`src/rtl/ols_ram.sv`:
```
`default_nettype none
// ----------------------------------------------------------------------------
// ols_ram
// Generic single-write, single-read RAM with a registered read port.
// ----------------------------------------------------------------------------
module ols_ram #(
	parameter int WIDTH = 32,
	parameter int DEPTH = 8
) (
	input  wire logic                                       clk,
	input  wire logic                                       we,
	input  wire logic [((DEPTH > 1) ? $clog2(DEPTH) : 1)-1:0] waddr,
	input  wire logic [WIDTH-1:0]                           wdata,
	input  wire logic [((DEPTH > 1) ? $clog2(DEPTH) : 1)-1:0] raddr,
	output logic      [WIDTH-1:0]                           rdata
);

	logic [WIDTH-1:0] mem_q [DEPTH];

	// write port
	always_ff @(posedge clk) begin
		if (we) begin
			mem_q[waddr] <= wdata;
		end
	end

	// registered read port
	always_ff @(posedge clk) begin
		rdata <= mem_q[raddr];
	end

endmodule
`default_nettype wire

```
`config.mk`:
```
export PLATFORM = sky130hd
export DESIGN_NAME = ols_ram
export DESIGN_NICKNAME = d
export VERILOG_FILES = /design/src/rtl/ols_ram.sv
export SDC_FILE = /design/constraint.sdc
export NUM_CORES = 1
export LEC_CHECK = 0
export BUFFER_PORTS_ARGS = -buffer_cell sky130_fd_sc_hd__buf_2
export CELL_PAD_IN_SITES_DETAIL_PLACEMENT = 1
export CELL_PAD_IN_SITES_GLOBAL_PLACEMENT = 1
export CORE_MARGIN = 1.5
export CORE_UTILIZATION = 30
export DETAILED_ROUTE_END_ITERATION = 12
export GPL_TIMING_DRIVEN = 0
export PLACE_DENSITY_LB_ADDON = 0.1
export SYNTH_ARGS = -nofsm -noshare
export SYNTH_HDL_FRONTEND = slang
export SYNTH_SLANG_ARGS = --single-unit
```
`constraint.sdc`:
```
create_clock -name clk -period 3.5 [get_ports clk]
set_input_delay 0.525 -clock clk [delete_from_list [all_inputs] [get_ports clk]]
set_output_delay 0.525 -clock clk [all_outputs]
set_load 0.02 [all_outputs]
```
==> results.py <==
metrics = {
    "placement": {
        "post-dp-hpwl_um": 13820,
        "gp_congestion": 0.6410,
        "count_of_buffers_inserted_at_the_top_level_ports": 68,
        "post-place-cells": 952,
    },
    "detailed_routing": {
        "routed_wirelength_um": 22700,
        "drt_iter0_markers": 335,
        "drc_viols": 0,
        "wl_per_cell_um": 22.48,
        "remaining_antenna_violation_count": 0,
        "detail_route.vias_per_cell": 4.590,
        "firstDrtPassIters": 4,
        "routed-via-count": 4636,
    },
    "clock_tree": {
        "cts_htree_levels": 1,
        "cts_setup_buffers": 0,
        "hold_buffers": 0,
        "cts_sinks": 288,
        "post_cts_resize_count": 0,
        "cts_inserted_buffers": 31,
        "clock-root-buffer": "clkbuf_16",
        "cts.clk_slew.worst_paths_ns": 0.06,
        "tritoncts_clock_tree": "yes",
        "max_clock_buf_depth": 3,
        "clock_latency_ns": 0.56,
    },
    "pwr": {
        "p_leak_nw": 4.260,
        "pwr_density_cell_mw_per_mm2": 594.6,
        "worst_ir_drop_vdd_mv": 0.3790,
        "total_power_mw": 7.527,
    },
    "critical_path": {
        "worst_setup_path_start_kind": "primary input",
        "critPathArrivalTime_ns": 2.16,
        "crit_type": "primary input to register",
        "crit_path_max_fanout": 8,
        "setup.worst_path.end_class": "register",
        "worst_ep_required_time_ns": 3.76,
    },
    "grt": {
        "antenna_violations_before_repair": 0,
        "via_count_of_the_first_global_routing_pass": 5017,
        "grt_remaining_overflow": 0,
        "grt_max_degree": 21,
        "grt_first_pass_wirelength_um": 33420,
        "global_route.usage.total": 0.1287,
    },
    "synthesis": {
        "netlist_area_pre_place_mm2": 0.01047,
        "ys_warn_count": 0,
        "net_count_after_synthesis": 455,
        "synth-seq-cells": 288,
        "synth_seq_area_share": 0.7957,
        "netlist_instances": 415,
        "number_of_distinct_library_cell_variants_in_the_gate_level_netlist_after_synthesis": 13,
        "syn-mean-instance-area_um2": 25.22,
    },
    "timing": {
        "hold_slack_ns": 0.2359,
        "final_hold_viol_count": 0,
        "setup_repair_after_global_routing_missed_its_margin": "no",
        "report.final.slew_viol_count": 0,
        "min_period_over_period": 0.5423,
        "relSlewSlack": 0.3889,
        "max_clock_freq_mhz": 526.8,
        "finalSetupViolCount": 0,
        "fin_setup_tns_ns": 0,
        "period_needed_ns": 1.898,
        "worst_case_clock_skew_ns": 0.01125,
        "max_slew.worst_pin.slew_ns": 0.9167,
    },
    "cells_and_area": {
        "design.final.nets": 570,
        "most_common_cell_after_layout_fill_and_taps_aside": "edfxtp_1",
        "antennaDiodeCount": 0,
        "layout.cells.most_common_list": "256 x edfxtp_1, 74 x buf_2, 40 x mux4_1",
        "final_layout_size_suffix_gt1_frac": 0.3712,
        "areaGrowthSynthToFinish_pct": 20.96,
        "instances_no_fill": 1010,
        "fillCellCount": 3300,
    },
    "die": {
        "row_count": 68,
        "die_outline_area_mm2": 0.03602,
        "floorplan.initialDensity": 0.3037,
        "core-area_mm2": 0.03446,
        "die_w_um": 189.8,
        "die_h_um": 189.8,
        "boundary_pin_count": 72,
    },
    "status": {
        "outcome": "completed",
    },
    "worst_hold_path": {
        "min_path_type": "primary input to register",
    },
    "job": {
        "cap_violations": 0,
    },
}
[per-layer routing]
layer	wire, um	share of wire	global-route usage
met5	0	0	0
met4	584	0.026	0.03480
met3	813	0.036	0.02084
met2	11080	0.49	0.2161
met1	10220	0.45	0.1735
[state kept, by name (all words and copies together), names as in the netlist]
signal,flops
mem_q,256
rdata,32
[layout make-up]
| cell class | instances | area (um2) | area share |
|---|---|---|---|
| Tap cell | 455 | 569.3 | 0.04497 |
| Sequential cell | 288 | 8328 | 0.6578 |
| Timing Repair Buffer | 82 | 565.5 | 0.04467 |
| Buffer | 18 | 127.6 | 0.01008 |
| Clock inverter | 10 | 103.9 | 0.008203 |
| Clock buffer | 48 | 899.6 | 0.07106 |
| Multi-Input combinational cell | 109 | 2066 | 0.1632 |
[Yosys cell counts, drive strengths merged]
library cell    n  area [um2]
edfxtp        256        7687
nor2            6       22.52
nand2b          3       18.77
nand2           2       7.510
mux4           64        1592
clkbuf          1       3.750
mux2           32       360.4
nor3            2       10.01
dfxtp          32       640.6
buf            17       123.9
[critical path, cell delays in order]
cell and delay, ns:
buf_2 0.11, nand2b_1 0.29, nor3_2 0.68, buf_8 0.24, buf_6 0.15, buf_8 0.15
[kinds of logic after synthesis]
family	Yosys count	synth area share
flops	288	0.7957
buf+inv	18	0.01219
simple gates	13	0.005619
mux	96	0.1865
[report_power, final]
group / switching, mW / internal [mW]
sequential: 0.0320 / 3.88
clock: 1.28 / 1.90
combinational: 0.246 / 0.187
[worst paths after layout]
kind,slack (ns),startpoint,endpoint,depth (start not counted)
max,1.60,waddr[2],mem_q[0][30],6
min,0.24,wdata[23],mem_q[1][23],1
max reg2reg,2.20,mem_q[3][11],rdata[11],2
min reg2reg,0.67,mem_q[2][12],rdata[12],2
[metrics by stage]
stage | instance area, um2 | util | setup WS (ns)
after floorplan | 10470 | - | 0.1281
after global placement | 11380 | 0.3301 | -2.846
after detailed placement | 11660 | 0.3383 | 0.9240
after CTS | 12660 | 0.3674 | 1.524
after global routing | 12660 | 0.3674 | 1.477
final | 12660 | 0.3674 | 1.602
Note: power is estimated with default switching activity, not from simulation.
