[src/rtl/ols_pkg.sv]
`default_nettype none
// ----------------------------------------------------------------------------
// ols_pkg
// Shared types and constants of the online least-squares update unit.
// ----------------------------------------------------------------------------
package ols_pkg;

	// sizes of the row and of the fixed-point words
	localparam int MAX_FEATURES_DEF = 8;
	localparam int ROW_FEATURES     = 8;
	localparam int X_W              = 16;
	localparam int Q_W              = 32;
	localparam int ACC_W            = 64;
	localparam int CFG_W            = 4;

	// shared divider geometry
	localparam int DIV_NUM_W = 64;
	localparam int DIV_DEN_W = 48;
	localparam int DIV_QUO_W = 32;

	localparam logic [Q_W-1:0]   ONE_Q16      = 32'h0001_0000;
	localparam logic [CFG_W-1:0] ACTIVE_RESET = 4'd2;

	// sequencer states
	typedef enum logic [4:0] {
		ST_IDLE,
		ST_E_RD,
		ST_E_MUL,
		ST_E_ACC,
		ST_E_FIN,
		ST_Z_RD,
		ST_Z_DIV,
		ST_Z_WAIT,
		ST_Z_MUL,
		ST_Z_ACC,
		ST_H_FIN,
		ST_U_RD,
		ST_U_MUL,
		ST_U_DIV,
		ST_U_WAIT,
		ST_U_WR,
		ST_DONE
	} st_t;

	// divide request toward the serial divider
	typedef struct packed {
		logic                 start;
		logic [DIV_NUM_W-1:0] num;
		logic [DIV_DEN_W-1:0] den;
	} div_req_t;

	// divider status back to the sequencer
	typedef struct packed {
		logic                 busy;
		logic                 done;
		logic [DIV_QUO_W-1:0] quo;
	} div_stat_t;

endpackage
`default_nettype wire

[src/rtl/ols_div.sv]
`default_nettype none
// ----------------------------------------------------------------------------
// ols_div
// Restoring serial divider, one quotient bit per cycle, 32 quotient bits.
// The caller keeps num below den * 2^32.
// ----------------------------------------------------------------------------
module ols_div (
	input  wire logic             clk,
	input  wire logic             arst_n,
	input  wire ols_pkg::div_req_t req,
	output ols_pkg::div_stat_t    stat
);
	import ols_pkg::*;

	localparam int CNT_W = $clog2(DIV_QUO_W);

	logic [DIV_DEN_W-1:0] rem_q;
	logic [DIV_DEN_W-1:0] den_q;
	logic [DIV_QUO_W-1:0] lo_q;
	logic [CNT_W-1:0]     cnt_q;
	logic                 busy_q;
	logic                 done_q;
	logic [DIV_DEN_W:0]   trial;
	logic                 ge;

	// one trial subtraction
	always_comb begin
		trial = {rem_q, lo_q[DIV_QUO_W-1]};
		ge    = (trial >= {1'b0, den_q});
	end

	// control
	always_ff @(posedge clk or negedge arst_n) begin
		if (!arst_n) begin
			busy_q <= 1'b0;
			done_q <= 1'b0;
			cnt_q  <= '0;
		end else begin
			done_q <= 1'b0;
			if (req.start) begin
				busy_q <= 1'b1;
				cnt_q  <= CNT_W'(DIV_QUO_W - 1);
			end else if (busy_q) begin
				cnt_q <= cnt_q - 1'b1;
				if (cnt_q == '0) begin
					busy_q <= 1'b0;
					done_q <= 1'b1;
				end
			end
		end
	end

	// remainder and quotient shift
	always_ff @(posedge clk) begin
		if (req.start) begin
			rem_q <= DIV_DEN_W'(req.num[DIV_NUM_W-1:DIV_QUO_W]);
			lo_q  <= req.num[DIV_QUO_W-1:0];
			den_q <= req.den;
		end else if (busy_q) begin
			rem_q <= ge ? DIV_DEN_W'(trial - {1'b0, den_q}) : DIV_DEN_W'(trial);
			lo_q  <= {lo_q[DIV_QUO_W-2:0], ge};
		end
	end

	assign stat.busy = busy_q;
	assign stat.done = done_q;
	assign stat.quo  = lo_q;

	a_no_restart: assert property (@(posedge clk) disable iff (!arst_n)
		req.start |-> !busy_q) else $error("divider restarted while busy");
	a_done_ends: assert property (@(posedge clk) disable iff (!arst_n)
		done_q |-> !busy_q) else $error("divider done while still busy");
	a_done_after: assert property (@(posedge clk) disable iff (!arst_n)
		done_q |-> $past(busy_q)) else $error("divider done without work");

endmodule
`default_nettype wire

[config.mk]
export PLATFORM = sky130hd
export DESIGN_NAME = ols_div
export DESIGN_NICKNAME = d
export VERILOG_FILES = /design/src/rtl/ols_pkg.sv /design/src/rtl/ols_div.sv
export SDC_FILE = /design/constraint.sdc
export NUM_CORES = 1
export LEC_CHECK = 0
export ABC_AREA = 1
export BUFFER_PORTS_ARGS = -buffer_cell sky130_fd_sc_hd__buf_2
export CORE_MARGIN = 5
export CORE_UTILIZATION = 60
export DETAILED_ROUTE_END_ITERATION = 12
export PLACE_DENSITY_LB_ADDON = 0.1
export SKIP_CTS_REPAIR_TIMING = 1
export SLEW_MARGIN = 20
export SYNTH_ARGS = -nofsm -noshare
export SYNTH_HDL_FRONTEND = slang
export SYNTH_SLANG_ARGS = --single-unit
export TNS_END_PERCENT = 30
[constraint.sdc]
create_clock -name clk -period 3.8 [get_ports clk]
set_input_delay 0.38 -clock clk [delete_from_list [all_inputs] [get_ports clk]]
set_output_delay 0.38 -clock clk [all_outputs]
set_load 0.02 [all_outputs]
==> reports/qor.yml <==
synth_edf_count: 112
num_vias: 9904
rsz0062_at_grt: "false"
postSynthCellCount: 1565
synth_fa_ha_area_share_pct: 6.21
placedCellCount: 1907
drt_iter0_markers: 829
synthTopCellsByArea: "edfxtp_1 32%, nand2_1 24%, inv_1 12%, ha_1 6.0%, nand3_1 4.3%"
track_usage_pct: 29.7
peakVddDrop_mv: 0.364
p_comb_share_pct: 53.8
cts_root_buffer: "clkbuf_16"
routed_wirelength_mm: 29.1
crit_start: "rem_q[2]"
gp_congestion: 1.02
relSlewSlack_pct: 37.7
synthToLayoutAreaGrowth_pct: 13.8
cts_tree: "done"
worstHoldPathCells: 1
synth_top_area_share_pct: 32.4
die_w_um: 142
synth-xor-area-share_pct: 2.11
pwr-share-seq_pct: 26.2
sw_frac_of_total_pct: 46.7
layout.nets: 1868
async_reset_ff_share_pct: 5.19
drive_gt1_share_pct: 13.6
p_int_w: 0.00436
synth_top_family_by_area: "simple AND/OR/NAND/NOR gates"
final-instance-count-excl-fill: 1940
synth-compound-area-share_pct: 1.89
worstHoldStart: "req[34]"
synth-simple-area-share_pct: 38.4
wl_per_cell_um: 15.0
clkPwrFrac_pct: 20.0
max_clock_freq_ghz: 0.347
tightest_slew_ns: 0.933
pre_cts_ws_ns: 0.953
ys.flop_type: "edfxtp_1"
r2r_setup_slack_ns: 0.92
diodes: 0
crit_required_ns: 3.98
min_period_over_period_pct: 75.8
post_dp_cell_area_mm2: 0.0112
port_buffers: 148
path_max_fanout: 49
grt_overflow: 0
maxSlewViolCount: 0
total_power_w: 0.00817
synth.mux.area_fraction_pct: 0
synth_cell_type_count: 37
drt-pass1-iter-count: 6
cts_buffers: 17
status: "completed"
arrival_ns: 3.06
core_area_mm2: 0.0172
r2r_cells: 12
final-setup-viol-count: 0
p_per_area_mw_per_mm2: 691
final_common_cell: "nand2_1"
cts_max_level: 4
syn_nets: 1731
dieArea_mm2: 0.0201
end_kind: "flip-flop"
die_h_um: 142
max_cap_violations: 0
layout_setup_ws_ns: 0.920
syn_avg_cell_area_um2: 6.64
drc: 0
grt_max_degree: 74
synth_top_cell_by_area: "edfxtp_1"
antenna_found_initial: 0
cts.sinks: 135
p_leak_nw: 6.65
start_util_pct: 60.5
worstReg2RegEnd: "rem_q[17]"
synth_warnings: 0
ys_seq_area_share_pct: 37.1
fin_skew_ns: 0.0110
min_path_type: "primary input to flip-flop"
timing.rr.start: "rem_q[2]"
viasPerCell: 5.11
fin_area_mm2: 0.0118
worstSetupPathType: "flip-flop to flip-flop"
grt_pass1_wl_mm: 47.4
io_pins: 149
tns_ns: 0
rows: 48
layout_common_cells: "654 x nand2_1, 318 x inv_1, 147 x buf_2"
grt_pass1_vias: 9643
cp-start-kind: "flip-flop"
drtAntennaViolNets: 0
p_sw_w: 0.00382
clk_latency_ns: 0.44
ys_ff_latch: 135
holdPathEnd: "den_q[34]"
path_clk_slew_ns: 0.07
dp_hpwl_mm: 22.0
syn-cell-area_mm2: 0.0104
min_period_ns: 2.88
final_hold_viol_count: 0
clockBufferDepth: 2
-- cell type report --
cell class | count | area (um^2)
Clock buffer | 17 | 425
Clock inverter | 15 | 141
Fill cell | 1535 | 5350
Inverter | 331 | 1240
Multi-Input combinational cell | 1059 | 5060
Sequential cell | 135 | 3860
Tap cell | 225 | 282
Timing Repair Buffer | 158 | 821
-- worst max path at each step --
stage,endpoint,slack [ns],depth (start not counted)
4_1_cts,rem_q[17],0.91,14
3_5_place_dp,rem_q[16],0.95,14
3_3_place_gp,lo_q[0],1.0,13
2_1_floorplan,lo_q[0],1.15,4
5_1_grt,rem_q[16],0.71,12
6_report,rem_q[17],0.92,12
-- power groups by stage --
stage	sequential, W	combinational (W)	clock (W)
global route	0.00218	0.00497	0.00172
global placement	0.00215	0.00426	0
finish	0.00214	0.00440	0.00163
detailed placement	0.00216	0.00432	0
CTS	0.00214	0.00436	0.00165
floorplan	0.00217	0.00327	0
-- sequential cells by signal (all words and copies together) (netlist names) --
| signal | cells |
|---|---|
| cnt_q | 5 |
| busy_q | 1 |
| done_q | 1 |
| rem_q | 48 |
| den_q | 48 |
| lo_q | 32 |
-- critical path, stage by stage (launching register included) --
cell and delay [ns]:
edfxtp_1 0.40, ha_1 0.40, nand2_1 0.12, nor2_1 0.17, nand3_1 0.14, nand3_2 0.15, nand2_1 0.08, nand2_2 0.13
nand2_2 0.09, nand3_4 0.56, nand2_1 0.14, nand3_1 0.12, nand2_1 0.09
-- cells in the mapped netlist, types with 3 or more instances --
master      n
ha_1       50
and2_1      3
nand3b_1    4
nor3_1      5
nor2_4      3
nand2_2    16
nor2_2     10
nand3_1    90
inv_1     320
xnor2_1    23
nor2_1     93
o21ai_0     4
nand2_1   654
inv_2       9
nand4_1    63
buf_4       5
a21oi_1    26
dfxtp_1    16
clkbuf_1   17
edfxtp_1  112
dfrtp_1     7
buf_6       5
buf_1       3
buf_2       8
-- layer usage --
layer | routed length, um | up-vias | part of all wire, % | track usage [%]
met5 | 0 | - | 0 | 0
met4 | 877 | 0 | 3.0 | 11.2
met3 | 2350 | 60 | 8.1 | 6.84
met2 | 13000 | 417 | 45 | 47.1
met1 | 12900 | 4357 | 44 | 39.7
li1 | - | 5070 | - | -
-- metrics by stage --
step                      utilization (%)  hold slack [ns]
after detailed placement             65.5            0.221
final                                68.9            0.114
after global placement               65.5            0.218
after global routing                 68.9           0.0953
after floorplan                         -           0.0844
after CTS                            68.8           -0.243
-- cell families after synthesis --
group / count (synthesis)
and+or+nand+nor: 948
buffers and inverters: 371
DFF: 135
adders and majority gates: 51
AOI/OAI and AO/OA: 35
xor gates and xnor gates: 25
Power figures use the tool's default switching activity.
